<file path="config.mk">
export PLATFORM = sky130hd
export DESIGN_NAME = vtp_proj
export DESIGN_NICKNAME = d
export VERILOG_FILES = /design/src/hdl/vtp_pkg.sv /design/src/hdl/vtp_proj.sv
export SDC_FILE = /design/constraint.sdc
export NUM_CORES = 1
export LEC_CHECK = 0
export BUFFER_PORTS_ARGS = -buffer_cell sky130_fd_sc_hd__buf_4
export CELL_PAD_IN_SITES_DETAIL_PLACEMENT = 0
export CELL_PAD_IN_SITES_GLOBAL_PLACEMENT = 2
export CORE_UTILIZATION = 34
export DETAILED_ROUTE_END_ITERATION = 16
export GPL_TIMING_DRIVEN = 0
export PLACE_DENSITY_LB_ADDON = 0.1
export SLEW_MARGIN = 5
export SYNTH_ARGS = -nofsm -noshare
export SYNTH_HDL_FRONTEND = slang
export SYNTH_SLANG_ARGS = --single-unit
</file>
<file path="constraint.sdc">
create_clock -name clk -period 5 [get_ports clk]
set_input_delay 1 -clock clk [delete_from_list [all_inputs] [get_ports clk]]
set_output_delay 1 -clock clk [all_outputs]
set_load 0.02 [all_outputs]
</file>
<file path="src/hdl/vtp_pkg.sv">
// Types, constants and helper functions of the vertex transform and projection unit.
// Used by every module of the unit; it depends on nothing else.
package vtp_pkg;

  localparam int COORD_BITS     = 16;
  localparam int TRIG_BITS      = 16;
  localparam int TRIG_FRAC_BITS = 14;
  localparam int MODE_BITS      = 3;
  localparam int CFG_IDX_BITS   = 3;
  localparam int CFG_DATA_BITS  = (COORD_BITS > TRIG_BITS) ? COORD_BITS : TRIG_BITS;
  localparam int OPND_BITS      = COORD_BITS + 1;
  localparam int PROD_BITS      = OPND_BITS + CFG_DATA_BITS;
  localparam int SUM_BITS       = PROD_BITS + 1;
  localparam int STAGES         = 5;

  localparam logic [MODE_BITS-1:0] MODE_TRANSLATE = 3'd0;
  localparam logic [MODE_BITS-1:0] MODE_SCALE     = 3'd1;
  localparam logic [MODE_BITS-1:0] MODE_ROT_X     = 3'd2;
  localparam logic [MODE_BITS-1:0] MODE_ROT_Y     = 3'd3;
  localparam logic [MODE_BITS-1:0] MODE_ROT_Z     = 3'd4;

  localparam logic [CFG_IDX_BITS-1:0] REG_OP_MODE = 3'd0;
  localparam logic [CFG_IDX_BITS-1:0] REG_VEC_X   = 3'd1;
  localparam logic [CFG_IDX_BITS-1:0] REG_VEC_Y   = 3'd2;
  localparam logic [CFG_IDX_BITS-1:0] REG_VEC_Z   = 3'd3;
  localparam logic [CFG_IDX_BITS-1:0] REG_COS     = 3'd4;
  localparam logic [CFG_IDX_BITS-1:0] REG_SIN     = 3'd5;

  typedef logic signed [COORD_BITS-1:0]    coord_t;
  typedef logic signed [TRIG_BITS-1:0]     trig_t;
  typedef logic signed [CFG_DATA_BITS-1:0] coef_t;
  typedef logic signed [OPND_BITS-1:0]     opnd_t;
  typedef logic signed [PROD_BITS-1:0]     prod_t;
  typedef logic signed [SUM_BITS-1:0]      sum_t;

  localparam trig_t COS_RESET  = trig_t'(2 ** TRIG_FRAC_BITS);
  localparam sum_t  TRUNC_BIAS = sum_t'(2 ** TRIG_FRAC_BITS - 1);
  localparam sum_t  SUM_ZERO   = sum_t'(0);
  localparam sum_t  SAT_HI     = sum_t'(2 ** (COORD_BITS - 1) - 1);
  localparam sum_t  SAT_LO     = ~SAT_HI;

  typedef struct packed {
    coord_t px;
    coord_t py;
    coord_t pz;
  } vtp_in_t;

  typedef struct packed {
    coord_t tx_out;
    coord_t ty_out;
    coord_t tz_out;
    coord_t screen_x;
    coord_t screen_y;
    logic   saturated;
  } vtp_out_t;

  typedef struct packed {
    logic [MODE_BITS-1:0] op_mode;
    coord_t               vec_x;
    coord_t               vec_y;
    coord_t               vec_z;
    trig_t                cos_q14;
    trig_t                sin_q14;
  } vtp_cfg_t;

  typedef struct packed {
    opnd_t ax;
    opnd_t ay;
    opnd_t az;
    prod_t x0;
    prod_t x1;
    prod_t y0;
    prod_t y1;
    prod_t z0;
    prod_t z1;
  } vtp_prod_t;

  typedef struct packed {
    coord_t tx;
    coord_t ty;
    coord_t tz;
    logic   sat;
  } vtp_xfm_t;

  typedef struct packed {
    logic   sat;
    coord_t val;
  } vtp_clamp_t;

  function automatic vtp_clamp_t clamp_coord(input sum_t v);
    vtp_clamp_t r;
    r.sat = 1'b1;
    if (v > SAT_HI) begin
      r.val = SAT_HI[COORD_BITS-1:0];
    end else if (v < SAT_LO) begin
      r.val = SAT_LO[COORD_BITS-1:0];
    end else begin
      r.sat = 1'b0;
      r.val = v[COORD_BITS-1:0];
    end
    return r;
  endfunction

endpackage

</file>
<file path="src/hdl/vtp_proj.sv">
// Cabinet projection stage and output register of the vertex transform unit.
// Depends on vtp_pkg for the transformed vertex, result struct and saturation.
module vtp_proj (
  input  logic              clk,
  input  logic              adv,
  input  vtp_pkg::vtp_xfm_t xfm,
  output vtp_pkg::vtp_out_t result
);

  vtp_pkg::opnd_t      z_adj;
  vtp_pkg::opnd_t      z_half;
  vtp_pkg::vtp_clamp_t cx, cy;

  // Halving rounds toward zero, so negative depths are biased by one first.
  always_comb begin
    z_adj  = vtp_pkg::opnd_t'(xfm.tz) +
             vtp_pkg::opnd_t'({1'b0, xfm.tz[vtp_pkg::COORD_BITS-1]});
    z_half = z_adj >>> 1;
    cx = vtp_pkg::clamp_coord(vtp_pkg::sum_t'(xfm.tx) + vtp_pkg::sum_t'(z_half));
    cy = vtp_pkg::clamp_coord(vtp_pkg::sum_t'(xfm.ty) + vtp_pkg::sum_t'(z_half));
  end

  always_ff @(posedge clk) begin
    if (adv) begin
      result.tx_out    <= xfm.tx;
      result.ty_out    <= xfm.ty;
      result.tz_out    <= xfm.tz;
      result.screen_x  <= cx.val;
      result.screen_y  <= cy.val;
      result.saturated <= xfm.sat | cx.sat | cy.sat;
    end
  end

endmodule

</file>
==> out/metrics.csv <==
stage,metric,value,unit
clock_tree,CTS buffer count,9,
synthesis,Synth Register Bits,81,
final_layout,largest register by flop count,result,
synthesis,Synth top area share,51.9,%
die,FP Rows,42,
global_routing,pin count of the biggest net entering global routing,82,
die,Starting Density,35.1,%
synthesis,Yosys warnings,0,
die,IO Pins,132,
place,GP Congestion,0.753,
die,DIE HEIGHT,119,microns
final_layout,Antenna Cells,0,
place,I/O Buffers,131,
global_routing,first-pass GRT wire length,17.9,mm
critical_path,crit end category,flip-flop,
final_layout,Nets,621,
timing,worst-margin pin slew,1010,ps
synthesis,ys async rst share,0,%
die,die area,0.0143,sq mm
die,Core Box Area,0.0133,sq mm
route,DRT iter0 DRCs,179,
clock_tree,CTS clock-pin slew for the worst setup and hold paths,60,ps
global_routing,vias in the first global route,3436,
synthesis,register area share after synthesis,51.9,%
place,HPWL after DPL,9.21,mm
route,via count,3541,
timing,RSZ-0062 raised after global routing,no,
synthesis,"top cells by area, synth","edfxtp_1 (52%), ha_1 (9.3%), a21oi_1 (4.5%)",
critical_path,worst-path maximum fanout,10,
global_routing,GRT Total Usage,16.7,%
clock_tree,Root Driver,clkbuf_16,
synthesis,post-synth cell types,58,
timing,crit path time final,4410,ps
critical_path,Startpoint Class,input pin,
route,Total Routed Length,11.6,mm
synthesis,Post-synth EDFFs,81,
critical_path,CP required,5070,ps
timing,final setup violating endpoints,0,
final_layout,largest registers,result: 81 flops,
route,vias per cell,4.96,
synthesis,Synth area leader,edfxtp_1,
synthesis,Mapped Cells,391,
timing,count of pins over their slew limit,0,
route,remaining routing DRC violations,0,
clock_tree,post-CTS setup buffers,0,
clock_tree,"Hold-fix buffers, CTS",0,
final_layout,max FFs per register,81,
synthesis,Syn Std Cell Area,0.00469,sq mm
clock_tree,cts repair resizes,0,
global_routing,grt total ovfl,0,
flow_run,max_cap viols,0,
die,Die Wd,119,microns
clock_tree,CTS tree,yes,
synthesis,most numerous cell in the Yosys netlist,edfxtp_1,
route,Routed Antenna Nets,0,
final_layout,share of layout cells above drive strength 1,30.7,%
clock_tree,CTS sink cnt,81,
critical_path,crit path kind,input pin to flip-flop,
clock_tree,CTS H-tree lvls,3,
timing,max_slew headroom,33.0,%
final_layout,Syn-to-layout area delta,32.2,%
route,mean routed wirelength per cell,16.3,microns
global_routing,initial antenna violation count,0,
status,outcome,finished clean,
timing,"Period Utilization, post-route",88.1,%
route,Pre-Repair DR Iteration Count,4,
timing,WHS,850,ps
timing,Peak Freq,227,MHz
hold_path,Hold Path Class,input pin to flip-flop,
power_and_ir_drop,Static Leakage,2.54,nW
synthesis,syn avg cell area,12.0,sq um
timing,Setup TNS Final,0,ps
timing,Final Hold Vio Count,0,
power_and_ir_drop,power per cell area,356,mW/mm^2
synthesis,top post-synthesis cells by count,"edfxtp_1 (81), a21oi_1 (42), ha_1 (35)",
synthesis,dominant synthesized flop cell,edfxtp_1,
critical_path,crit path DAT,4470,ps
clock_tree,CTS Buffer Depth,2,
power_and_ir_drop,Worst VDD drop,0.156,mV
synthesis,Syn Nets,479,
-- layout by cell type, fill, tap and decap left out, drive strengths merged, types with 2 or more instances in the layout --
| master | netlist | layout |
|---|---|---|
| o211ai | 4 | 4 |
| nor2 | 16 | 16 |
| and3 | 2 | 2 |
| nand3 | 10 | 10 |
| o311ai | 2 | 2 |
| maj3 | 4 | 4 |
| xnor2 | 20 | 20 |
| clkbuf | 3 | 15 |
| buf | 6 | 137 |
| o21a | 11 | 11 |
| a211oi | 7 | 7 |
| mux2i | 3 | 3 |
| bufinv | 0 | 2 |
| fa | 2 | 2 |
| xor2 | 18 | 18 |
| nor3 | 9 | 9 |
| nand2b | 6 | 6 |
| o31ai | 2 | 2 |
| nand4 | 7 | 7 |
| clkinv | 0 | 2 |
| nand2 | 21 | 21 |
| inv | 14 | 14 |
| a21o | 10 | 10 |
| a21boi | 2 | 2 |
| ha | 35 | 35 |
| o21ai | 23 | 23 |
| and4 | 2 | 2 |
| a31oi | 3 | 3 |
| a21oi | 43 | 43 |
| nor2b | 2 | 2 |
| o41ai | 2 | 2 |
| nor4 | 2 | 2 |
| a31o | 2 | 2 |
| edfxtp | 81 | 81 |
| or2 | 2 | 2 |
-- cell type report --
class                   count  area [sq um]
fillers                  1301          7150
flip-flops and latches     81          2430
multi-input cells         287          2150
repair buffers            131           983
plain buffers               9          53.8
clock inverters             4          67.6
well taps                 176           220
inverters                  14          52.6
clock buffers              12           236
-- cells by family after synthesis --
group                    Yosys count  synth area share, %
multiplexers                       4                0.961
AND/OR/NAND/NOR                   82                 8.75
flip-flops                        81                 51.9
adder cells (fa/ha/maj)           41                 11.0
XOR/XNOR                          38                 7.10
buffers and inverters             23                 2.27
AO/OA/AOI/OAI                    122                 18.0
-- routing by layer --
metal	global-route usage, %	share of wire [%]	vias to the layer above
met5	0	0	-
met4	6.09	1.4	0
met3	3.78	6.1	12
met2	25.3	44	113
met1	23.1	49	1624
li1	-	-	1792
-- stage by stage --
step / setup WS, ps / util [%] / std cells / power (mW) / cell area (sq um)
2_1_floorplan: 1050 / - / 391 / 1.29 / 4690
3_3_place_gp: 165 / 44.1 / 698 / 1.54 / 5890
3_5_place_dp: 193 / 44.1 / 698 / 1.54 / 5890
4_1_cts: 529 / 46.4 / 714 / 2.24 / 6200
5_1_grt: 178 / 46.4 / 714 / 2.31 / 6200
6_report: 593 / 46.4 / 714 / 2.21 / 6200
-- power breakdown --
part	total [mW]	internal [mW]	switching [mW]
Sequential	0.882	0.860	0.0221
Clock	0.686	0.434	0.251
Combinational	0.641	0.269	0.373
Total	2.21	1.56	0.646
-- critical path, cell delays in order --
cell and delay (ps):
buf_4 140, and4_1 280, nand4_1 160, nor2_1 240, and2_1 240, nand4_1 180, xnor2_1 320, ha_1 290
clkbuf_2 170, o21ai_0 170, nor2_1 90, mux2i_1 140, a221o_1 310, nor3_2 360, buf_2 290, a21oi_1 80
-- worst paths after layout --
kind	cells past startpoint	startpoint	end	slack [ps]
max	16	xfm[16]	result[21]	590
min	1	xfm[45]	result[77]	850
Note: power is estimated with default switching activity, not from simulation.
