[src/hdl/vtp_pkg.sv]
// Types, constants and helper functions of the vertex transform and projection unit.
// Used by every module of the unit; it depends on nothing else.
package vtp_pkg;

  localparam int COORD_BITS     = 16;
  localparam int TRIG_BITS      = 16;
  localparam int TRIG_FRAC_BITS = 14;
  localparam int MODE_BITS      = 3;
  localparam int CFG_IDX_BITS   = 3;
  localparam int CFG_DATA_BITS  = (COORD_BITS > TRIG_BITS) ? COORD_BITS : TRIG_BITS;
  localparam int OPND_BITS      = COORD_BITS + 1;
  localparam int PROD_BITS      = OPND_BITS + CFG_DATA_BITS;
  localparam int SUM_BITS       = PROD_BITS + 1;
  localparam int STAGES         = 5;

  localparam logic [MODE_BITS-1:0] MODE_TRANSLATE = 3'd0;
  localparam logic [MODE_BITS-1:0] MODE_SCALE     = 3'd1;
  localparam logic [MODE_BITS-1:0] MODE_ROT_X     = 3'd2;
  localparam logic [MODE_BITS-1:0] MODE_ROT_Y     = 3'd3;
  localparam logic [MODE_BITS-1:0] MODE_ROT_Z     = 3'd4;

  localparam logic [CFG_IDX_BITS-1:0] REG_OP_MODE = 3'd0;
  localparam logic [CFG_IDX_BITS-1:0] REG_VEC_X   = 3'd1;
  localparam logic [CFG_IDX_BITS-1:0] REG_VEC_Y   = 3'd2;
  localparam logic [CFG_IDX_BITS-1:0] REG_VEC_Z   = 3'd3;
  localparam logic [CFG_IDX_BITS-1:0] REG_COS     = 3'd4;
  localparam logic [CFG_IDX_BITS-1:0] REG_SIN     = 3'd5;

  typedef logic signed [COORD_BITS-1:0]    coord_t;
  typedef logic signed [TRIG_BITS-1:0]     trig_t;
  typedef logic signed [CFG_DATA_BITS-1:0] coef_t;
  typedef logic signed [OPND_BITS-1:0]     opnd_t;
  typedef logic signed [PROD_BITS-1:0]     prod_t;
  typedef logic signed [SUM_BITS-1:0]      sum_t;

  localparam trig_t COS_RESET  = trig_t'(2 ** TRIG_FRAC_BITS);
  localparam sum_t  TRUNC_BIAS = sum_t'(2 ** TRIG_FRAC_BITS - 1);
  localparam sum_t  SUM_ZERO   = sum_t'(0);
  localparam sum_t  SAT_HI     = sum_t'(2 ** (COORD_BITS - 1) - 1);
  localparam sum_t  SAT_LO     = ~SAT_HI;

  typedef struct packed {
    coord_t px;
    coord_t py;
    coord_t pz;
  } vtp_in_t;

  typedef struct packed {
    coord_t tx_out;
    coord_t ty_out;
    coord_t tz_out;
    coord_t screen_x;
    coord_t screen_y;
    logic   saturated;
  } vtp_out_t;

  typedef struct packed {
    logic [MODE_BITS-1:0] op_mode;
    coord_t               vec_x;
    coord_t               vec_y;
    coord_t               vec_z;
    trig_t                cos_q14;
    trig_t                sin_q14;
  } vtp_cfg_t;

  typedef struct packed {
    opnd_t ax;
    opnd_t ay;
    opnd_t az;
    prod_t x0;
    prod_t x1;
    prod_t y0;
    prod_t y1;
    prod_t z0;
    prod_t z1;
  } vtp_prod_t;

  typedef struct packed {
    coord_t tx;
    coord_t ty;
    coord_t tz;
    logic   sat;
  } vtp_xfm_t;

  typedef struct packed {
    logic   sat;
    coord_t val;
  } vtp_clamp_t;

  function automatic vtp_clamp_t clamp_coord(input sum_t v);
    vtp_clamp_t r;
    r.sat = 1'b1;
    if (v > SAT_HI) begin
      r.val = SAT_HI[COORD_BITS-1:0];
    end else if (v < SAT_LO) begin
      r.val = SAT_LO[COORD_BITS-1:0];
    end else begin
      r.sat = 1'b0;
      r.val = v[COORD_BITS-1:0];
    end
    return r;
  endfunction

endpackage

[src/hdl/vtp_cfg.sv]
// Configuration register file of the vertex transform unit.
// Depends on vtp_pkg for the register indexes and the register struct.
module vtp_cfg (
  input  logic                             clk,
  input  logic                             rst,
  input  logic                             cfg_we,
  input  logic [vtp_pkg::CFG_IDX_BITS-1:0]  cfg_idx,
  input  logic [vtp_pkg::CFG_DATA_BITS-1:0] cfg_data,
  output vtp_pkg::vtp_cfg_t                cfg
);

  always_ff @(posedge clk) begin
    if (rst) begin
      cfg.op_mode <= vtp_pkg::MODE_TRANSLATE;
      cfg.vec_x   <= '0;
      cfg.vec_y   <= '0;
      cfg.vec_z   <= '0;
      cfg.cos_q14 <= vtp_pkg::COS_RESET;
      cfg.sin_q14 <= '0;
    end else if (cfg_we) begin
      case (cfg_idx)
        vtp_pkg::REG_OP_MODE: cfg.op_mode <= cfg_data[vtp_pkg::MODE_BITS-1:0];
        vtp_pkg::REG_VEC_X:   cfg.vec_x   <= cfg_data[vtp_pkg::COORD_BITS-1:0];
        vtp_pkg::REG_VEC_Y:   cfg.vec_y   <= cfg_data[vtp_pkg::COORD_BITS-1:0];
        vtp_pkg::REG_VEC_Z:   cfg.vec_z   <= cfg_data[vtp_pkg::COORD_BITS-1:0];
        vtp_pkg::REG_COS:     cfg.cos_q14 <= cfg_data[vtp_pkg::TRIG_BITS-1:0];
        vtp_pkg::REG_SIN:     cfg.sin_q14 <= cfg_data[vtp_pkg::TRIG_BITS-1:0];
        default: begin
        end
      endcase
    end
  end

endmodule

[config.mk]
export PLATFORM = sky130hd
export DESIGN_NAME = vtp_cfg
export DESIGN_NICKNAME = d
export VERILOG_FILES = /design/src/hdl/vtp_pkg.sv /design/src/hdl/vtp_cfg.sv
export SDC_FILE = /design/constraint.sdc
export NUM_CORES = 1
export LEC_CHECK = 0
export ABC_AREA = 0
export BUFFER_PORTS_ARGS = -buffer_cell sky130_fd_sc_hd__buf_2
export CORE_MARGIN = 2
export CORE_UTILIZATION = 35
export DETAILED_ROUTE_END_ITERATION = 7
export PLACE_DENSITY = 0.55
export SYNTH_ARGS = -nofsm -noshare
export SYNTH_HDL_FRONTEND = slang
export SYNTH_SLANG_ARGS = --single-unit
[constraint.sdc]
create_clock -name clk -period 1.3 [get_ports clk]
set_input_delay 0.13 -clock clk [delete_from_list [all_inputs] [get_ports clk]]
set_output_delay 0.13 -clock clk [all_outputs]
set_load 0.1 [all_outputs]
==> results of run 1 <==
-- routing by layer --
layer,routed length [um],track usage,part of all wire
met3,276,0.0269,0.036
met2,3500,0.238,0.46
met1,3750,0.215,0.49
met5,0,0,0
met4,136,0.0748,0.018
-- where the power goes --
| part | switching [mW] | total [mW] | internal (mW) |
|---|---|---|---|
| combinational | 0.586 | 0.783 | 0.197 |
| sequential | 0.0280 | 2.62 | 2.60 |
| clock | 0.894 | 1.98 | 1.09 |
| total | 1.51 | 5.39 | 3.88 |
-- cell families after synthesis --
| group | Yosys count |
|---|---|
| simple gates | 108 |
| mux | 83 |
| flops | 83 |
| buf+inv | 22 |
-- area by class of cell --
cell class,instances,area (um2),share of cell area
Sequential cell,83,1660,0.392
Multi-Input combinational cell,191,1540,0.363
Timing Repair Buffer,114,688,0.162
Tap cell,111,139,0.0328
Clock buffer,12,135,0.0319
Clock inverter,4,75.1,0.0177
-- how the worst max path moves through the flow --
stage | from | to | slack (ps) | depth (start not counted)
after floorplan | cfg[30] | cfg[30] | 60 | 2
after global placement | cfg_idx[1] | cfg[82] | 140 | 3
after detailed placement | cfg_idx[1] | cfg[82] | 110 | 3
after CTS | cfg[65] | cfg[65] | 10 | 1
after global routing | cfg[31] | cfg[31] | 2 | 1
final | cfg[47] | cfg[47] | 50 | 1
-- metrics by stage --
stage	cell area (um2)	hold WS, ps
after detailed placement	3970	450
final	4240	96.7
after CTS	4180	79.3
after floorplan	3300	291
after global routing	4240	141
after global placement	3970	431
-- cell usage after synthesis --
| cell | count |
|---|---|
| nand4b_1 | 2 |
| nand2b_1 | 98 |
| nor2_1 | 2 |
| or4b_1 | 1 |
| buf_4 | 3 |
| dfxtp_1 | 83 |
| nand4bb_1 | 3 |
| buf_2 | 7 |
| mux2i_1 | 83 |
| and4bb_1 | 2 |
| clkbuf_1 | 12 |
-- what timing repair did --
action | 4_1_cts | 5_1_grt
endpoints found under the setup margin | 1 | 21
resized for setup | 1 | 21
gates cloned | 0 | 0
hold endpoints to repair | 0 | 0
==> summary.txt, run 1 <==
outcome -> finished clean
Final Power -> 5.39 mW
post-synthesis simple-gate area fraction -> 0.214
HP Class -> input pin to flop
Max H-tree Level -> 3
Nets -> 421
Clock Root Buffer -> clkbuf_8
number of global-route vias before repair -> 2,313
largest net degree at the start of global routing -> 46
Syn. warnings -> 0
Die H -> 101 um
Largest Register -> cfg
drt initial violations -> 57
Largest regs -> cfg x83
dpl ws -> 105 ps
CP bufs+invs -> 1
Hold-fix buffers, CTS -> 0
Peak Freq -> 0.798 GHz
critical path required time -> 1170 ps
Pins Over Slew Limit -> 0
I/O pins -> 105
final-report hold violation count -> 0
die width -> 101 um
Yosys top cell area share -> 0.503
setup violators final -> 0
DR vias/cell -> 4.56
Core ar. -> 9200 um2
mux share of post-synthesis cell area -> 0.252
first-pass GRT wire length -> 12.1 mm
max FFs per register -> 83
commonest non-fill, non-tap cell in the layout -> nand2b_1
mapped cell area -> 3300 um2
PortBufs -> 104
area leader, netlist -> dfxtp_1
crit-path cells -> buf_2
final core utilization -> 0.461
CP top delay family -> buffers and inverters
# rows -> 35
Starting Density -> 0.359
xor/xnor cell area share of the yosys netlist -> 0
worst skew pair latency -> 340 ps
first-pass detailed-route iteration total -> 4
Slew @ Worst Pin -> 505 ps
filler instances -> 922
Routed WL per cell -> 14.9 um
Inst Count DP -> 499
antenna violations before repair -> 0
Remaining DRCs -> 0
total track usage -> 0.156
Routed Antenna Nets -> 0
CTS Buf Count -> 9
CTS sink cnt -> 83
worst vdd ir -> 0.000590 V
largest cells by area after synthesis -> dfxtp_1, mux2i_1, nand2b_1
Relative slew margins -> 0.666
Adder-Cell Fraction of Synth Area -> 0
MaxCap Viol Count -> 0
Setup CP Type -> flop to primary output
reg-to-reg slack, setup -> 680 ps
power density over the cells -> 1270 nW/um2
crit share post-route -> 0.964
die area -> 10,200 um2
vias post-DR -> 2,350
Overflow after GRT -> 0
LEAKAGE -> 2.20 nW
r2r endpoint -> cfg[65]
WP data arrival -> 1120 ps
GP Congestion -> 0.682
#FFs+latches synth -> 83
Critical-path top delay cell -> buf_2
unrepaired setup endpoints after global routing -> no
share of cells above drive strength 1 -> 0.314
TNS Setup -> 0 ps
largest family of logic cells by synthesized area -> multiplexers
R2R depth -> 2
Compound-Gate Fraction of Synth Area -> 0
CP peak stage delay -> 430 ps
register area share after synthesis -> 0.503
Post-DP HPWL -> 5.29 mm
Max FO, Critical Path -> 2
non-filler cells, final -> 515
worst hold path startpoint -> cfg_data[14]
clock skew -> 0 ps
Final Worst Setup Slack -> 47.4 ps
WHS Endpoint -> cfg[30]
Tmin final -> 1250 ps
gate count of the mapped netlist -> 296
Area Overhead vs Synth -> 28.3%
antenna cell count -> 0
most frequent cells in the layout -> nand2b_1, mux2i_1, dfxtp_1, buf_2, clkbuf_4
type of origin of the critical path -> flop
R2R Path Start -> cfg[65]
Total Wirelength -> 7.66 mm
CTS Buffer Depth -> 2
TritonCTS clock tree -> done
Syn Area/Cell -> 11.2 um2
Setup Fix Bufs, Post-CTS -> 0
Post-Syn Nets -> 318
Netlist cell types -> 11
hold path depth -> 3
Clock transition at path regs -> 80 ps
CP endpoint kind -> primary output
Note: power is estimated with default switching activity, not from simulation.
==> run 2: changes to the inputs <==
- SETUP_SLACK_MARGIN: default -> 0.2
==> summary.txt, run 2 (synthesis results as in run 1) <==
Peak Freq -> 0.946 GHz (+19%)
total track usage -> 0.164 (+0.00784)
Max FO, Critical Path -> 2 (unchanged)
type of origin of the critical path -> flop
CP top delay family -> flip-flops
power density over the cells -> 1190 nW/um2 (-6.7%)
CTS sink cnt -> 83 (unchanged)
HP Class -> input pin to flop
max FFs per register -> 83 (unchanged)
Hold-fix buffers, CTS -> 0 (unchanged)
CP peak stage delay -> 360 ps (-70 ps)
CTS Buf Count -> 9 (unchanged)
final-report hold violation count -> 0 (unchanged)
worst skew pair latency -> 330 ps (about the same)
drt initial violations -> 60 (+5.3%)
first-pass GRT wire length -> 12.9 mm (+6.6%)
Inst Count DP -> 501 (+0.40%)
register area -> 1770 um2 (+6.3%)
PortBufs -> 104 (unchanged)
Pins Over Slew Limit -> 0 (unchanged)
MaxCap Viol Count -> 0 (unchanged)
share of cells above drive strength 1 -> 0.525 (+0.210)
Finished Cell Area -> 4840 um2 (+14%)
I/O pins -> 105 (unchanged)
worst vdd ir -> 0.000600 V (+1.6%)
Nets -> 423 (+0.48%)
TritonCTS clock tree -> done
Slew @ Worst Pin -> 397 ps (-108 ps)
Clock transition at path regs -> 90 ps (about the same)
non-filler cells, final -> 517 (+0.39%)
antenna violations before repair -> 0 (unchanged)
Final Worst Setup Slack -> 243 ps (+196 ps)
Largest regs -> cfg x83
LEAKAGE -> 2.33 nW (+5.9%)
die area -> 10,200 um2 (unchanged)
GP Congestion -> 0.699 (+2.5%)
Tmin final -> 1060 ps (-196 ps)
DR vias/cell -> 4.62 (+1.4%)
number of global-route vias before repair -> 2,418 (+4.5%)
CTS Buffer Depth -> 2 (unchanged)
Total Wirelength -> 7.99 mm (+4.3%)
first-pass detailed-route iteration total -> 4 (unchanged)
Remaining DRCs -> 0 (unchanged)
Core ar. -> 9200 um2 (unchanged)
commonest non-fill, non-tap cell in the layout -> nand2b_1
Largest Register -> cfg
die width -> 101 um (unchanged)
CP endpoint kind -> primary output
Max H-tree Level -> 3 (unchanged)
Area Overhead vs Synth -> 46.6%
clock skew -> 0 ps (unchanged)
Die H -> 101 um (unchanged)
Placed Area -> 4080 um2 (+2.7%)
critical path required time -> 1170 ps (about the same)
Routed WL per cell -> 15.5 um (+3.9%)
Setup CP Type -> flop to primary output
Relative slew margins -> 0.735 (+0.0696)
crit share post-route -> 0.813 (-0.151)
footprint of the multi-input gates -> 1540 um2 (unchanged)
Post-DP HPWL -> 5.49 mm (+3.8%)
Routed Antenna Nets -> 0 (unchanged)
# rows -> 35 (unchanged)
Clock Root Buffer -> clkbuf_8
largest net degree at the start of global routing -> 36 (-22%)
outcome -> finished clean
Setup Fix Bufs, Post-CTS -> 0 (unchanged)
WP data arrival -> 930 ps (-190 ps)
TNS Setup -> 0 ps (unchanged)
setup violators final -> 0 (unchanged)
most frequent cells in the layout -> nand2b_1, mux2i_1, dfxtp_2, buf_6, buf_2
crit-path cells -> buf_6
unrepaired setup endpoints after global routing -> no
antenna cell count -> 0 (unchanged)
CP bufs+invs -> 1 (unchanged)
Overflow after GRT -> 0 (unchanged)
filler instances -> 829 (-10%)
Starting Density -> 0.359 (unchanged)
dpl ws -> 116 ps (+10.4 ps)
vias post-DR -> 2,391 (+1.7%)
Critical-path top delay cell -> dfxtp_2
[run 2: cell count changes in the layout (fill, tap and decap cells not counted), sizes merged]
cell      before  now
clkinvlp       2    1
buf           93  116
clkbuf        33   12
bufinv         2    3
[run 2: repair_timing]
action / CTS / global route
endpoints found under the setup margin: 83 / 9
pin swaps: 0 / 0
gates resized for setup: 157 / 9
gates cloned: 0 / 0
[run 2: per-layer routing]
| metal | vias up | GRT usage | part of all wire |
|---|---|---|---|
| li1 | 1185 | - | - |
| met1 | 1143 | 0.221 | 0.47 |
| met2 | 53 | 0.259 | 0.48 |
| met3 | 10 | 0.0290 | 0.034 |
| met4 | 0 | 0.0717 | 0.019 |
| met5 | - | 0 | 0 |
[run 2: area by class of cell]
class	count	area share
well taps	111	0.0287
repair buffers	116	0.239
flip-flops and latches	83	0.365
clock buffers	12	0.0300
clock inverters	4	0.0202
multi-input cells	191	0.318
[run 2: final timing paths]
kind	start	end	slack [ps]	depth (start not counted)
setup reg to reg	cfg[6]	cfg[6]	680	2
setup / recovery	cfg[6]	cfg[6]	240	1
hold reg to reg	cfg[62]	cfg[62]	480	2
hold / removal	cfg_data[14]	cfg[30]	50	3
[run 2: report_power, final]
part	total [mW]	switching (mW)	internal (mW)	leakage [nW]
Combinational	0.845	0.586	0.259	1.50
Clock	2.25	0.918	1.33	0.117
Sequential	2.65	0.0405	2.61	0.711
Total	5.74	1.54	4.20	2.33
[run 2: metrics by stage]
stage	hold slack (ps)	power (mW)	utilization
floorplan	291	3.31	-
global placement	405	3.47	0.443
detailed placement	416	3.48	0.443
CTS	41.1	5.81	0.523
global route	43.7	5.97	0.526
finish	53.2	5.74	0.526
==> run 3: changes to the inputs <==
- ABC_AREA: 0 -> 1
- clock period: 1.3 -> 1 ns (I/O delays scaled with it)
==> summary.txt, run 3 <==
Nets -> 607 (+43%)
PortBufs -> 104 (unchanged)
GP Congestion -> 0.838 (+20%)
Peak Freq -> 1.01 GHz
share of cells above drive strength 1 -> 0.390 (-0.135)
crit-path cells -> buf_12
type of origin of the critical path -> flop
R2R depth -> 2 (unchanged)
power density over the cells -> 1310 nW/um2 (+10%)
Clock Root Buffer -> clkbuf_8
first-pass GRT wire length -> 16.3 mm (+26%)
Pins Over Slew Limit -> 0 (unchanged)
#FFs+latches synth -> 83 (unchanged)
antenna violations before repair -> 0 (unchanged)
r2r endpoint -> cfg[30]
LEAKAGE -> 2.45 nW (+5.2%)
total track usage -> 0.204 (+0.0405)
most frequent cell after synthesis -> nor2_1
Final Power -> 7.79 mW (+36%)
Clock transition at path regs -> 80 ps (about the same)
CP endpoint kind -> primary output
HP Class -> input pin to flop
drt initial violations -> 145 (+140%)
die area -> 10,300 um2 (+0.65%)
CTS Buffer Depth -> 2 (unchanged)
critical path required time -> 900 ps (-270 ps)
Largest regs -> cfg x83
CP peak stage delay -> 380 ps (+20 ps)
commonest non-fill, non-tap cell in the layout -> nor2_1
MaxCap Viol Count -> 0 (unchanged)
CP top delay family -> flip-flops
unrepaired setup endpoints after global routing -> yes
Routed WL per cell -> 13.6 um (-12%)
gate count of the mapped netlist -> 481 (+63%)
Area Overhead vs Synth -> 78.7%
TNS Setup -> 0 ps (unchanged)
reg-to-reg slack, setup -> 360 ps (-320 ps)
switching fraction of total power -> 0.342 (+0.0725)
asr flop ratio synth -> 0 (unchanged)
Netlist cell types -> 13 (+2)
Post-Syn Nets -> 503 (+58%)
dpl ws -> -96.7 ps (-212 ps)
final core utilization -> 0.643 (+0.117)
CTS sink cnt -> 83 (unchanged)
Combinational Power Share -> 0.260 (+0.113)
number of global-route vias before repair -> 3,268 (+35%)
Core ar. -> 9240 um2 (+0.48%)
mapped cell area -> 3320 um2 (+0.68%)
largest net degree at the start of global routing -> 52 (+44%)
Post-DP HPWL -> 7.05 mm (+28%)
Syn Area/Cell -> 6.91 um2 (-38%)
antenna cell count -> 0 (unchanged)
die width -> 101 um (+0.33%)
register area share after synthesis -> 0.500 (-0.00341)
number of synthesized flops with an enable pin -> 0 (unchanged)
register area -> 1970 um2 (+12%)
CTS Buf Count -> 9 (unchanged)
crit share post-route -> 0.990
largest cells by area after synthesis -> dfxtp_1, nor2_1, nand3_1
Overflow after GRT -> 0 (unchanged)
Final Worst Setup Slack -> 9.70 ps (-234 ps)
footprint of the multi-input gates -> 1470 um2 (-4.6%)
sequential share of power -> 0.438 (-0.023)
Slew @ Worst Pin -> 377 ps (-19.8 ps)
area leader, netlist -> dfxtp_1
Die H -> 101 um (+0.33%)
worst hold path startpoint -> cfg_data[4]
I/O pins -> 105 (unchanged)
Relative slew margins -> 0.748 (+0.0126)
Tmin final -> 990 ps
WP data arrival -> 890 ps (-40 ps)
filler instances -> 793 (-4.3%)
TritonCTS clock tree -> done
most frequent cells in the layout -> nor2_1, buf_12, nand2_1, nand3_1, dfxtp_4
Max H-tree Level -> 3 (unchanged)
Setup CP Type -> flop to primary output
Clock power frac -> 0.302 (-0.090)
Syn. warnings -> 0 (unchanged)
max FFs per register -> 83 (unchanged)
DR vias/cell -> 4.63 (+0.11%)
setup violators final -> 0 (unchanged)
Yosys top cell area share -> 0.500 (-0.00341)
worst vdd ir -> 0.000911 V (+52%)
R2R Path Start -> cfg[30]
# rows -> 35 (unchanged)
Critical-path top delay cell -> dfxtp_4
main flop type after synthesis -> dfxtp_1
WHS Endpoint -> cfg[20]
hold path depth -> 5 (+2)
first-pass detailed-route iteration total -> 4 (unchanged)
vias post-DR -> 3,329 (+39%)
Internal Power -> 5.13 mW (+22%)
Remaining DRCs -> 0 (unchanged)
Total Wirelength -> 9.81 mm (+23%)
outcome -> finished clean
P_sw -> 2.66 mW (+72%)
Max FO, Critical Path -> 2 (unchanged)
Routed Antenna Nets -> 0 (unchanged)
clock skew -> 0 ps (unchanged)
commonest cells in the netlist -> nor2_1, nand2_1, dfxtp_1, nand3_1, inv_1
CP bufs+invs -> 1 (unchanged)
worst skew pair latency -> 340 ps (about the same)
Starting Density -> 0.360 (+0.000736)
Largest Register -> cfg
final-report hold violation count -> 0 (unchanged)
==> run 3: timing repair <==
item	in CTS	in global routing
hold endpoints to repair	1	0
hold buffers	1	0
setup endpoints to repair	83	86
setup buffers	0	2
pin swaps	0	2
gates resized for setup	0	1
==> run 3: metrics by stage <==
step           cell area [um2]  hold WS, ps  std cells
2_1_floorplan             3680          226        481
3_3_place_gp              5700          350        700
3_5_place_dp              5700          349        700
4_1_cts                   5900          166        717
5_1_grt                   5940          183        719
6_report                  5940          173        719
==> run 3: worst max path at each step <==
stage | from | end | slack [ps] | cells after the start
2_1_floorplan | cfg[30] | cfg[30] | 50 | 2
3_3_place_gp | cfg_idx[2] | cfg[35] | -50 | 6
3_5_place_dp | cfg_idx[2] | cfg[35] | -100 | 6
4_1_cts | cfg[23] | cfg[23] | -8 | 1
5_1_grt | cfg[29] | cfg[29] | -30 | 1
6_report | cfg[71] | cfg[71] | 10 | 1
==> run 3: final cells by class <==
| class | count | area share |
|---|---|---|
| Clock buffer | 9 | 0.0209 |
| Sequential cell | 83 | 0.332 |
| Timing Repair Buffer | 121 | 0.347 |
| Clock inverter | 7 | 0.0116 |
| Multi-Input combinational cell | 347 | 0.247 |
| Tap cell | 129 | 0.0272 |
| Inverter | 23 | 0.0145 |
==> run 3: kinds of logic (layout without fill, tap and decap cells) <==
| kind of cell | after synthesis | count (layout) | synth area share |
|---|---|---|---|
| buf+inv | 51 | 160 | 0.0677 |
| simple gates | 346 | 346 | 0.431 |
| flops | 83 | 83 | 0.500 |
| compound gates | 1 | 1 | 0.00150 |
==> run 3: layer usage <==
metal,GRT usage,part of all wire,up-vias
li1,-,-,1704
met1,0.268,0.44,1520
met2,0.334,0.48,96
met3,0.0594,0.066,9
met4,0.0489,0.011,0
met5,0,0,-
==> run 3: power by group through the flow <==
stage | Clock [mW] | Sequential (mW) | Combinational, mW
floorplan | 0 | 4.26 | 0.462
global placement | 0 | 3.49 | 2.00
detailed placement | 0 | 3.49 | 2.02
CTS | 2.43 | 3.41 | 2.03
global route | 2.59 | 3.43 | 2.14
finish | 2.35 | 3.41 | 2.03
