## src/hdl/vtp_pkg.sv

```systemverilog
// Types, constants and helper functions of the vertex transform and projection unit.
// Used by every module of the unit; it depends on nothing else.
package vtp_pkg;

  localparam int COORD_BITS     = 16;
  localparam int TRIG_BITS      = 16;
  localparam int TRIG_FRAC_BITS = 14;
  localparam int MODE_BITS      = 3;
  localparam int CFG_IDX_BITS   = 3;
  localparam int CFG_DATA_BITS  = (COORD_BITS > TRIG_BITS) ? COORD_BITS : TRIG_BITS;
  localparam int OPND_BITS      = COORD_BITS + 1;
  localparam int PROD_BITS      = OPND_BITS + CFG_DATA_BITS;
  localparam int SUM_BITS       = PROD_BITS + 1;
  localparam int STAGES         = 5;

  localparam logic [MODE_BITS-1:0] MODE_TRANSLATE = 3'd0;
  localparam logic [MODE_BITS-1:0] MODE_SCALE     = 3'd1;
  localparam logic [MODE_BITS-1:0] MODE_ROT_X     = 3'd2;
  localparam logic [MODE_BITS-1:0] MODE_ROT_Y     = 3'd3;
  localparam logic [MODE_BITS-1:0] MODE_ROT_Z     = 3'd4;

  localparam logic [CFG_IDX_BITS-1:0] REG_OP_MODE = 3'd0;
  localparam logic [CFG_IDX_BITS-1:0] REG_VEC_X   = 3'd1;
  localparam logic [CFG_IDX_BITS-1:0] REG_VEC_Y   = 3'd2;
  localparam logic [CFG_IDX_BITS-1:0] REG_VEC_Z   = 3'd3;
  localparam logic [CFG_IDX_BITS-1:0] REG_COS     = 3'd4;
  localparam logic [CFG_IDX_BITS-1:0] REG_SIN     = 3'd5;

  typedef logic signed [COORD_BITS-1:0]    coord_t;
  typedef logic signed [TRIG_BITS-1:0]     trig_t;
  typedef logic signed [CFG_DATA_BITS-1:0] coef_t;
  typedef logic signed [OPND_BITS-1:0]     opnd_t;
  typedef logic signed [PROD_BITS-1:0]     prod_t;
  typedef logic signed [SUM_BITS-1:0]      sum_t;

  localparam trig_t COS_RESET  = trig_t'(2 ** TRIG_FRAC_BITS);
  localparam sum_t  TRUNC_BIAS = sum_t'(2 ** TRIG_FRAC_BITS - 1);
  localparam sum_t  SUM_ZERO   = sum_t'(0);
  localparam sum_t  SAT_HI     = sum_t'(2 ** (COORD_BITS - 1) - 1);
  localparam sum_t  SAT_LO     = ~SAT_HI;

  typedef struct packed {
    coord_t px;
    coord_t py;
    coord_t pz;
  } vtp_in_t;

  typedef struct packed {
    coord_t tx_out;
    coord_t ty_out;
    coord_t tz_out;
    coord_t screen_x;
    coord_t screen_y;
    logic   saturated;
  } vtp_out_t;

  typedef struct packed {
    logic [MODE_BITS-1:0] op_mode;
    coord_t               vec_x;
    coord_t               vec_y;
    coord_t               vec_z;
    trig_t                cos_q14;
    trig_t                sin_q14;
  } vtp_cfg_t;

  typedef struct packed {
    opnd_t ax;
    opnd_t ay;
    opnd_t az;
    prod_t x0;
    prod_t x1;
    prod_t y0;
    prod_t y1;
    prod_t z0;
    prod_t z1;
  } vtp_prod_t;

  typedef struct packed {
    coord_t tx;
    coord_t ty;
    coord_t tz;
    logic   sat;
  } vtp_xfm_t;

  typedef struct packed {
    logic   sat;
    coord_t val;
  } vtp_clamp_t;

  function automatic vtp_clamp_t clamp_coord(input sum_t v);
    vtp_clamp_t r;
    r.sat = 1'b1;
    if (v > SAT_HI) begin
      r.val = SAT_HI[COORD_BITS-1:0];
    end else if (v < SAT_LO) begin
      r.val = SAT_LO[COORD_BITS-1:0];
    end else begin
      r.sat = 1'b0;
      r.val = v[COORD_BITS-1:0];
    end
    return r;
  endfunction

endpackage

```

## src/hdl/vtp_back.sv

```systemverilog
// Back stages: product sums with truncating fixed-point scaling, then pivot
// restore and saturation of the transformed vertex. Depends on vtp_pkg.
module vtp_back (
  input  logic               clk,
  input  logic [1:0]         adv,
  input  vtp_pkg::vtp_cfg_t  cfg,
  input  vtp_pkg::vtp_prod_t prod,
  output vtp_pkg::vtp_xfm_t  xfm
);

  function automatic vtp_pkg::sum_t div_trunc(input vtp_pkg::sum_t v);
    vtp_pkg::sum_t bias;
    vtp_pkg::sum_t t;
    bias = v[vtp_pkg::SUM_BITS-1] ? vtp_pkg::TRUNC_BIAS : vtp_pkg::SUM_ZERO;
    t    = v + bias;
    return t >>> vtp_pkg::TRIG_FRAC_BITS;
  endfunction

  vtp_pkg::sum_t      sx, sy, sz;
  vtp_pkg::sum_t      vx_next, vy_next, vz_next;
  vtp_pkg::sum_t      vx, vy, vz;
  vtp_pkg::sum_t      fx, fy, fz;
  vtp_pkg::vtp_clamp_t cx, cy, cz;
  logic               is_rot;

  always_comb begin
    sx = vtp_pkg::sum_t'(prod.x0);
    sy = vtp_pkg::sum_t'(prod.y0);
    sz = vtp_pkg::sum_t'(prod.z0);
    if (cfg.op_mode == vtp_pkg::MODE_ROT_Z) begin
      sx = sx - vtp_pkg::sum_t'(prod.x1);
    end else begin
      sx = sx + vtp_pkg::sum_t'(prod.x1);
    end
    if (cfg.op_mode == vtp_pkg::MODE_ROT_X) begin
      sy = sy - vtp_pkg::sum_t'(prod.y1);
    end else begin
      sy = sy + vtp_pkg::sum_t'(prod.y1);
    end
    if (cfg.op_mode == vtp_pkg::MODE_ROT_Y) begin
      sz = sz - vtp_pkg::sum_t'(prod.z1);
    end else begin
      sz = sz + vtp_pkg::sum_t'(prod.z1);
    end

    vx_next = vtp_pkg::sum_t'(prod.ax);
    vy_next = vtp_pkg::sum_t'(prod.ay);
    vz_next = vtp_pkg::sum_t'(prod.az);
    case (cfg.op_mode)
      vtp_pkg::MODE_SCALE: begin
        vx_next = vtp_pkg::sum_t'(prod.x0);
        vy_next = vtp_pkg::sum_t'(prod.y0);
        vz_next = vtp_pkg::sum_t'(prod.z0);
      end
      vtp_pkg::MODE_ROT_X: begin
        vy_next = div_trunc(sy);
        vz_next = div_trunc(sz);
      end
      vtp_pkg::MODE_ROT_Y: begin
        vx_next = div_trunc(sx);
        vz_next = div_trunc(sz);
      end
      vtp_pkg::MODE_ROT_Z: begin
        vx_next = div_trunc(sx);
        vy_next = div_trunc(sy);
      end
      default: begin
      end
    endcase
  end

  always_ff @(posedge clk) begin
    if (adv[0]) begin
      vx <= vx_next;
      vy <= vy_next;
      vz <= vz_next;
    end
  end

  // Rotations work relative to the pivot, so it is added back on every axis.
  always_comb begin
    is_rot = cfg.op_mode inside {vtp_pkg::MODE_ROT_X, vtp_pkg::MODE_ROT_Y,
                                 vtp_pkg::MODE_ROT_Z};
    fx = vx;
    fy = vy;
    fz = vz;
    if (is_rot) begin
      fx = vx + vtp_pkg::sum_t'(cfg.vec_x);
      fy = vy + vtp_pkg::sum_t'(cfg.vec_y);
      fz = vz + vtp_pkg::sum_t'(cfg.vec_z);
    end
    cx = vtp_pkg::clamp_coord(fx);
    cy = vtp_pkg::clamp_coord(fy);
    cz = vtp_pkg::clamp_coord(fz);
  end

  always_ff @(posedge clk) begin
    if (adv[1]) begin
      xfm.tx  <= cx.val;
      xfm.ty  <= cy.val;
      xfm.tz  <= cz.val;
      xfm.sat <= cx.sat | cy.sat | cz.sat;
    end
  end

endmodule

```

## config.mk

```make
export PLATFORM = sky130hd
export DESIGN_NAME = vtp_back
export DESIGN_NICKNAME = d
export VERILOG_FILES = /design/src/hdl/vtp_pkg.sv /design/src/hdl/vtp_back.sv
export SDC_FILE = /design/constraint.sdc
export NUM_CORES = 1
export LEC_CHECK = 0
export BUFFER_PORTS_ARGS = -buffer_cell sky130_fd_sc_hd__buf_4
export CAP_MARGIN = 30
export CORE_MARGIN = 3
export CORE_UTILIZATION = 29
export DETAILED_ROUTE_END_ITERATION = 6
export MAX_ROUTING_LAYER = met4
export SYNTH_ARGS = -nofsm -noshare
export SYNTH_HDL_FRONTEND = slang
export SYNTH_SLANG_ARGS = --single-unit
```

## constraint.sdc

```tcl
create_clock -name clk -period 17.9 [get_ports clk]
set_clock_uncertainty 0.1 [all_clocks]
set_input_delay 3.58 -clock clk [delete_from_list [all_inputs] [get_ports clk]]
set_output_delay 3.58 -clock clk [all_outputs]
set_load 0.01 [all_outputs]
```

==> results of run 1 <==
==> cell usage after synthesis (all sizes together), types with 7 or more instances <==
library cell and count:
a21oi 276, o21ai 267, nand2 249, ha 216, nor2 214, xnor2 166, edfxtp 148, xor2 147
a21o 115, clkbuf 91, inv 71, nor3 71, nand3 69, a22oi 43, nand4 41, a211oi 39
or3 33, a31oi 30, o21a 28, o21bai 28, nor2b 26, o211ai 26, mux2i 24, nor4 24
o31ai 24, nand2b 23, or4 20, and2 19, and3 19, buf 17, or2 15, a2111oi 13
a211o 12, nor3b 11, o41ai 11, o31a 10, a221o 9, and4 9, nand3b 8, a221oi 7
a311oi 7, o2111ai 7
==> worst min-delay path, cell delays in order, from the launching register on <==
cell and delay [ns]:
edfxtp_1 0.35, a21oi_1 0.06, o21ai_0 0.12
==> report_power, final <==
part,internal [µW],total [µW],switching (µW)
clock,179,341,161
combinational,449,1090,643
sequential,445,477,32.3
==> cells by family (layout without fill, tap and decap cells) <==
kind of cell               Yosys count  in the layout  synth area share
and+or+nand+nor                    880            880            0.2023
buffers and inverters              179            472           0.03174
adders and majority gates          222            222            0.1304
DFF                                148            148            0.2053
other                                0              6                 0
xor gates and xnor gates           313            313            0.1274
AOI/OAI and AO/OA                 1000           1000            0.2917
muxes                               24             24           0.01110
==> state kept, by name, indices dropped and copies added, names as in the netlist <==
register  count
xfm          49
vx           33
vy           33
vz           33
==> path summary, 6_finish.rpt <==
check                               end  slack (ns)  cells past startpoint
worst min-delay path            xfm[40]        0.55                      2
worst max-delay path             vx[16]        6.00                     29
worst max register to register  xfm[41]       12.35                     15
worst min register to register  xfm[40]        0.55                      2
==> final cells by class <==
type                       instances  area share
antenna                            6   0.0005821
multi-input combinational       2439      0.6416
timing repair buffer             369      0.1074
tap                              959     0.04652
sequential                       148      0.1723
inverter                          71     0.01033
clock inverter                    15    0.004754
clock buffer                      17     0.01649
==> stage by stage <==
stage          power, µW  worst slack (ns)  instances  area, µm²
2_1_floorplan       1229             7.185       2766      21640
4_1_cts             1916             6.097       4018      25780
5_1_grt             2060             5.291       4023      25790
6_report            1910             6.001       4024      25790
3_5_place_dp        1560             5.594       3986      25230
3_3_place_gp        1557             5.651       3983      25210
==> layer usage <==
metal | GRT usage | up-vias | share of wire
li1 | - | 11010 | -
met1 | 0.2561 | 10360 | 0.45
met4 | 0.05037 | 0 | 0.019
met2 | 0.3247 | 563 | 0.47
met5 | - | - | 0
met3 | 0.03294 | 71 | 0.057
==> metrics.csv, run 1 <==
metric,value,unit
outcome,finished clean,
fp.dieW,279.2,µm
final_common_cell,buf_4,
yosys.area.top_type_share,0.2053,
hp-start,vx[7],
startpoint_type,input port,
fin_nets,3603,
vias_per_cell,5.468,
htree_levels,4,
ys.flop_type,edfxtp_1,
finalWeightedCongestion,0.9349,
ctsResizeCount,0,
crit_fanout,8,
worst_path_most_repeated_cell,o21ai_0,
critical_path.top_delay_family,compound AO/OA/AOI/OAI gates,
hold_path.class,register to register,
synth.distinct_cells,85,
cts_tree,built,
drive_gt1_frac,0.1461,
track_usage,0.1990,
cts_buffers,17,
die_area,0.07795,mm²
required,18.01,ns
ant_nets,0,
timing.final.crit_share,0.6647,
yosys_register_bits,148,
drc,0,
io_buffers,351,
rsz0062_at_grt,false,
fin_hold_ws,0.5494,ns
syn_inst,2766,
root_buffer,clkbuf_16,
fmax,0.08404,GHz
leakage,0.01068,µW
design.core.area,0.07345,mm²
hold_buffers,0,
p_per_area,74.04,mW/mm²
crit_type,input port to register,
yosys_warnings,0,
startpoint,prod[137],
crit_arrival,12.01,ns
dp_hpwl,64.81,mm
grt_max_degree,80,
hold_viol_final,0,
tightest_slew,0.9590,ns
seq_area,0.004444,mm²
rr_startpoint,vx[0],
grt_pass1_vias,20850,
slowest_stage,a211oi_1,
seq_area_frac_synth,0.2053,
syn-num-nets,3323,
worst-path-buf-inv,2,
yosys.area.top_type,edfxtp_1,
cts.reportedPaths.clkPinSlew,0.07,ns
multiInputGateArea,0.01655,mm²
die_h,279.2,µm
period_minus_slack,11.90,ns
final_cell_mix,"369 x buf_4, 274 x a21oi_1, 265 x o21ai_0, 247 x nand2_1, 216 x ha_1",
fillerInstances,7835,
relSlewSlack,0.3563,
drt-initial-drc-count,1492,
clock_sinks,148,
async_flop_share,0,
setup_violations,0,
cts_setup_buffers,0,
routedWlPerCell,19.40,µm
max-vdd-ir-drop,0.06131,mV
grt.overflow.total,0,
clk_latency,0.47,ns
slowest_delay,0.76,ns
cts_buffer_depth,2,
syn-cell-area,0.02164,mm²
avgSynthCellArea,7.825,µm²
syn_to_final_growth,19.18,%
maxSlewViolCount,0,
via_count,22000,
wl,78.06,mm
fin_util,0.3512,
start_util,0.2946,
grt_first_pass_wirelength,117.9,mm
ios,384,
synth_area_leaders,"edfxtp_1 21%, ha_1 12%, xnor2_1 6.7%",
drt_pass1_iterations,7,
end_kind,register,
synth_enable_flop_cells,148,
antenna_found_initial,6,
tns,0,ns
cap_violations,0,
rows,99,
Power figures use the tool's default switching activity.
==> inputs of run 2 (changes only) <==
ABC_AREA = 1   (was default)
clock period = 10.37 ns   (was 17.9 ns; I/O delays follow)
==> run 2 against run 1 <==
Compared with the run above:
- sequential cell count did not move
- clock power up 89%
- sequential power rose by 73%
- critical path depth rose by 7
- sequential share of layout area fell by 2.7 points
- register-to-register slack got worse by 6.4 ns
- synthesized cell count increased by 58%
- power is 110% higher
- count of clock-buffer cells in the layout is the same
- critical endpoint is now vx[6]
- highest routed layer unchanged
==> metrics.csv, run 2 <==
metric,value,unit
yosys.area_share.adder,0.1080,
ant_nets,0,
crit_type,input port to register,
worst_path_most_repeated_cell,nand2_1,
relSlewSlack,0.3312,
drt-initial-drc-count,2088,
design.core.area,0.08892,mm²
synth_mux_area_frac,0,
cts_buffers,17,
yosys.area_share.simple,0.3994,
drc,0,
synth.distinct_cells,57,
grt.overflow.total,0,
top_register,xfm,
grt_first_pass_wirelength,157.9,mm
yosys_register_bits,148,
dp_hpwl,89.78,mm
fmax,0.1252,GHz
power.share.clock,0.163,
startpoint_type,input port,
async_flop_share,0,
grt_pass1_vias,28350,
syn-num-nets,4930,
maxSlewViolCount,0,
clk_latency,0.48,ns
pwr-share-seq,0.209,
dr_wl_met2,47.72,mm
synth_top_family_by_area,simple AND/OR/NAND/NOR gates,
ctsResizeCount,0,
max-vdd-ir-drop,0.1058,mV
dpl-instance-area,0.03005,mm²
final_cell_mix,"1277 x nand2_1, 553 x nor2_1, 495 x inv_1, 359 x buf_4, 349 x nand3_1",
routedWlPerCell,17.59,µm
crit_fanout,22,
outcome,finished clean,
io_buffers,351,
fp.dieW,306.3,µm
largest_reg_flops,49,
seq_area_frac_synth,0.1700,
setup_violations,0,
power.internal,1942,µW
hold_viol_final,0,
root_buffer,clkbuf_16,
yosys_warnings,0,
wl,103.4,mm
hold_path.class,register to register,
rr_startpoint,vz[0],
period_minus_slack,7.986,ns
fin_util,0.3450,
via_count,29710,
crit_arrival,8.08,ns
cts_setup_buffers,0,
setup.worst_path.end,vx[6],
start_util,0.2941,
leakage,0.01489,µW
cts.reportedPaths.clkPinSlew,0.07,ns
syn-cell-area,0.02615,mm²
tns,0,ns
synth_area_leaders,"nand2_1 18%, edfxtp_1 17%, ha_1 10%",
vias_per_cell,5.057,
clock_sinks,148,
final_common_cell,nand2_1,
power_switching,2011,µW
switching_share,0.5088,
design_area,0.03068,mm²
drt_pass1_iterations,6,
ios,384,
cts_buffer_depth,2,
antenna_found_initial,9,
p_per_area,128.9,mW/mm²
tightest_slew,0.9988,ns
yosys.area.top_type_share,0.1833,
synth_xor_area_frac,0.07905,
timing.final.crit_share,0.7701,
yosysMostFrequentCell,nand2_1,
reg2reg_slack,5.97,ns
timing.rr.end,xfm[0],
rr_worst_depth,19,
syn_to_final_growth,17.32,%
fillerInstances,9972,
die_area,0.09380,mm²
wl_met3,5.391,mm
grt_max_degree,97,
fin_nets,5246,
end_kind,register,
top_layer_used,met4,
htree_levels,4,
avgSynthCellArea,5.979,µm²
drive_gt1_frac,0.1048,
finalWeightedCongestion,1.002,
synth_compound_area_frac,0.1602,
rsz0062_at_grt,false,
wirelength_met1,47.37,mm
ys.flop_type,edfxtp_1,
syn_inst,4373,
combPwrFrac,0.628,
hold_buffers,0,
yosys.area.top_type,nand2_1,
slowest_delay,0.44,ns
cts_tree,built,
synth_enable_flop_cells,148,
cap_violations,0,
die_h,306.3,µm
required,10.47,ns
slowest_stage,nor3_1,
startpoint,prod[132],
track_usage,0.2197,
rows,109,
synthTopCellsByCount,"1277 x nand2_1, 555 x nor2_1, 495 x inv_1",
[run 2: cell count changes in the layout (fill, tap and decap cells not counted), moves of 29 or more]
| cell | change |
|---|---|
| a211oi_1 | -39 |
| a21o_1 | -76 |
| a21oi_1 | +45 |
| inv_1 | +424 |
| nand2_1 | +1030 |
| nand2_2 | +29 |
| nand3_1 | +280 |
| nand3b_1 | +29 |
| nor2_1 | +340 |
| o21ai_0 | -47 |
| or3_1 | -32 |
| xnor2_1 | -64 |
[run 2: per-stage QoR]
| stage | std cells | hold WS, ns | total power, µW | setup WS (ns) |
|---|---|---|---|---|
| floorplan | 4373 | 0.4714 | 2511 | 3.161 |
| global placement | 5835 | 0.4938 | 3284 | 2.089 |
| detailed placement | 5835 | 0.5093 | 3291 | 2.010 |
| CTS | 5867 | 0.5281 | 3954 | 2.499 |
| global route | 5876 | 0.5463 | 4311 | 1.769 |
| finish | 5876 | 0.5186 | 3953 | 2.384 |
[run 2: cells by family (layout without fill, tap and decap cells)]
family,Yosys count,count (layout)
simple gates,2460,2460
compound gates,738,738
buf+inv,569,898
xor+xnor,236,236
fa+ha+maj,222,222
flops,148,148
other cells,0,9
[run 2: power by group through the flow]
| stage | clock [µW] | sequential (µW) | combinational, µW |
|---|---|---|---|
| after CTS | 668 | 827 | 2460 |
| after detailed placement | 0 | 840 | 2450 |
| final | 644 | 826 | 2480 |
| after global placement | 0 | 839 | 2440 |
| after global routing | 688 | 834 | 2790 |
| after floorplan | 0 | 826 | 1680 |
[run 2: per-layer routing]
layer	vias to the layer above	global-route usage
met4	0	0.06863
met2	787	0.3597
met5	-	-
met3	130	0.02487
met1	13610	0.2840
li1	15190	-
[run 2: layout make-up]
cell class | count | area (µm²) | share of cell area
antenna | 9 | 22.52 | 0.0007342
clock buffer | 17 | 425.4 | 0.01387
clock inverter | 15 | 182.7 | 0.005955
inverter | 507 | 1908 | 0.06220
multi-input combinational | 3656 | 19540 | 0.6370
sequential | 148 | 4444 | 0.1449
tap | 1165 | 1458 | 0.04752
timing repair buffer | 359 | 2695 | 0.08785
[run 2: how the worst min path moves through the flow]
stage,startpoint,endpoint,slack [ns],cells past startpoint
after floorplan,vz[0],xfm[1],0.47,2
after global placement,vx[3],xfm[36],0.49,2
after detailed placement,vz[11],xfm[12],0.51,2
after CTS,vx[3],xfm[36],0.53,2
after global routing,vz[9],xfm[10],0.55,2
final,vz[11],xfm[12],0.52,2
[run 2: critical path: cells and delay by family]
kind | cells | cell delay [ns]
buffers and inverters | 6 | 0.49
adder cells (fa/ha/maj) | 3 | 0.90
XOR/XNOR | 1 | 0.26
AO/OA/AOI/OAI | 9 | 1.87
AND/OR/NAND/NOR | 17 | 2.48
==> inputs of run 3 (changes only) <==
clock period = 7.6 ns   (was 10.37 ns; I/O delays follow)
==> run 3 against run 2 <==
Compared with the run above:
- non-clock buffer count is 20 higher
- cell count grew 0.32%
- via count is 0.15% higher
- clock power grew 44%
- sequential share of layout area is 0.095 points lower
- power grew 38%
- setup slack lost 1.8 ns
==> metrics.csv, run 3 (synthesis gave the netlist of run 2 again) <==
metric,value,unit
outcome,finished clean,
crit_arrival,7.09,ns
antenna_found_initial,13,
crit_type,input port to register,
hold_buffers,0,
die_area,0.09380,mm²
worst_path_most_repeated_cell,nand2_1,
cts_setup_buffers,0,
syn_to_final_growth,18.10,%
via_count,29760,
fmax,0.1434,GHz
cts_buffers,17,
track_usage,0.2209,
hold_path.class,register to register,
worst-path-buf-inv,3,
tns,0,ns
largest_reg_flops,49,
multiInputGateArea,0.01954,mm²
hold_viol_final,0,
post-place-ws,0.2217,ns
fin_ws,0.6241,ns
wl,104.1,mm
rr_worst_depth,19,
die_h,306.3,µm
finalWeightedCongestion,0.9989,
drc,0,
tightest_slew,0.9572,ns
timing.final.crit_share,0.9179,
vias_per_cell,5.048,
grt.overflow.total,0,
worstHoldPathCells,2,
grt_pass1_vias,28620,
design.core.area,0.08892,mm²
rsz0062_at_grt,false,
fillerInstances,9969,
final_cell_mix,"1277 x nand2_1, 553 x nor2_1, 495 x inv_1, 376 x buf_4, 349 x nand3_1",
ant_nets,0,
dpl-instance-area,0.03021,mm²
clock_sinks,148,
drt-initial-drc-count,1780,
critical_path.top_delay_family,simple AND/OR/NAND/NOR gates,
root_buffer,clkbuf_16,
maxSlewViolCount,0,
seq_area,0.004444,mm²
ctsResizeCount,0,
drive_gt1_frac,0.1082,
leakage,0.01502,µW
slowest_stage,ha_1,
crit_fanout,14,
dp_hpwl,90.12,mm
cts_buffer_depth,2,
period_minus_slack,6.976,ns
path_depth,35,
start_util,0.2941,
setup_violations,0,
htree_levels,4,
ios,384,
max-vdd-ir-drop,0.1826,mV
fin_nets,5266,
grt_first_pass_wirelength,157.6,mm
startpoint_type,input port,
rows,109,
cts.reportedPaths.clkPinSlew,0.07,ns
final_common_cell,nand2_1,
relSlewSlack,0.3591,
end_kind,register,
cts_tree,built,
required,7.72,ns
grt_max_degree,83,
cap_violations,0,
drt_pass1_iterations,7,
fp.dieW,306.3,µm
design_area,0.03088,mm²
slowest_delay,0.35,ns
clk_latency,0.48,ns
p_per_area,177.1,mW/mm²
top_register,xfm,
routedWlPerCell,17.66,µm
io_buffers,351,
[run 3: cell types whose count changed in the layout (fill, tap and decap cells not counted), sizes merged]
cell | previous run | this run
clkinvlp | 1 | 2
clkinv | 9 | 5
clkbuf | 17 | 18
diode | 9 | 8
inv | 512 | 511
bufinv | 0 | 3
buf | 359 | 379
[run 3: worst paths after layout]
path | from | end | slack (ns)
max | prod[66] | vy[31] | 0.62
min | vz[8] | xfm[9] | 0.52
max reg2reg | vz[0] | xfm[0] | 3.11
min reg2reg | vz[8] | xfm[9] | 0.52
[run 3: worst reg2reg max path, stage by stage, from the launching register on]
cell and delay (ns):
edfxtp_1 0.44, ha_1 0.32, fa_1 0.26, nand3_1 0.08, nand2_1 0.15, a21oi_1 0.15
o21ai_0 0.58, nand3_1 0.27, nand3_1 0.16, nand2_1 0.06, nand2_1 0.05, nand2_1 0.09
inv_1 0.06, nand2_1 0.06, nor2_1 0.11, nand4_1 0.11, nand2_1 0.60, nand2_1 0.33
nor2_1 0.20, nand2_1 0.07
[run 3: cell type report]
type / count / share of cell area
Tap cell: 1165 / 0.04720
Clock inverter: 14 / 0.006118
Multi-Input combinational cell: 3656 / 0.6328
Antenna cell: 8 / 0.0006483
Clock buffer: 18 / 0.01390
Timing Repair Buffer: 379 / 0.09360
Inverter: 507 / 0.06179
Sequential cell: 148 / 0.1439
[run 3: through the flow]
| stage | util | std cells | total power [µW] | hold WS, ns |
|---|---|---|---|---|
| after floorplan | - | 4373 | 3426 | 0.4714 |
| after global placement | 0.3398 | 5854 | 4510 | 0.5081 |
| after detailed placement | 0.3398 | 5854 | 4515 | 0.5008 |
| after CTS | 0.3467 | 5886 | 5465 | 0.5178 |
| after global routing | 0.3473 | 5895 | 5951 | 0.5441 |
| final | 0.3473 | 5895 | 5469 | 0.5200 |
[run 3: report_power, final]
part	internal, µW	switching, µW
Combinational	1170	2250
Sequential	1050	75.6
Clock	526	399
[run 3: per-layer routing]
metal	up-vias	part of all wire	routed length, µm	track usage
met3	152	0.061	6379	0.03288
li1	15230	-	-	-
met5	-	0	0	-
met1	13520	0.44	45940	0.2768
met4	0	0.031	3213	0.06986
met2	865	0.47	48580	0.3661
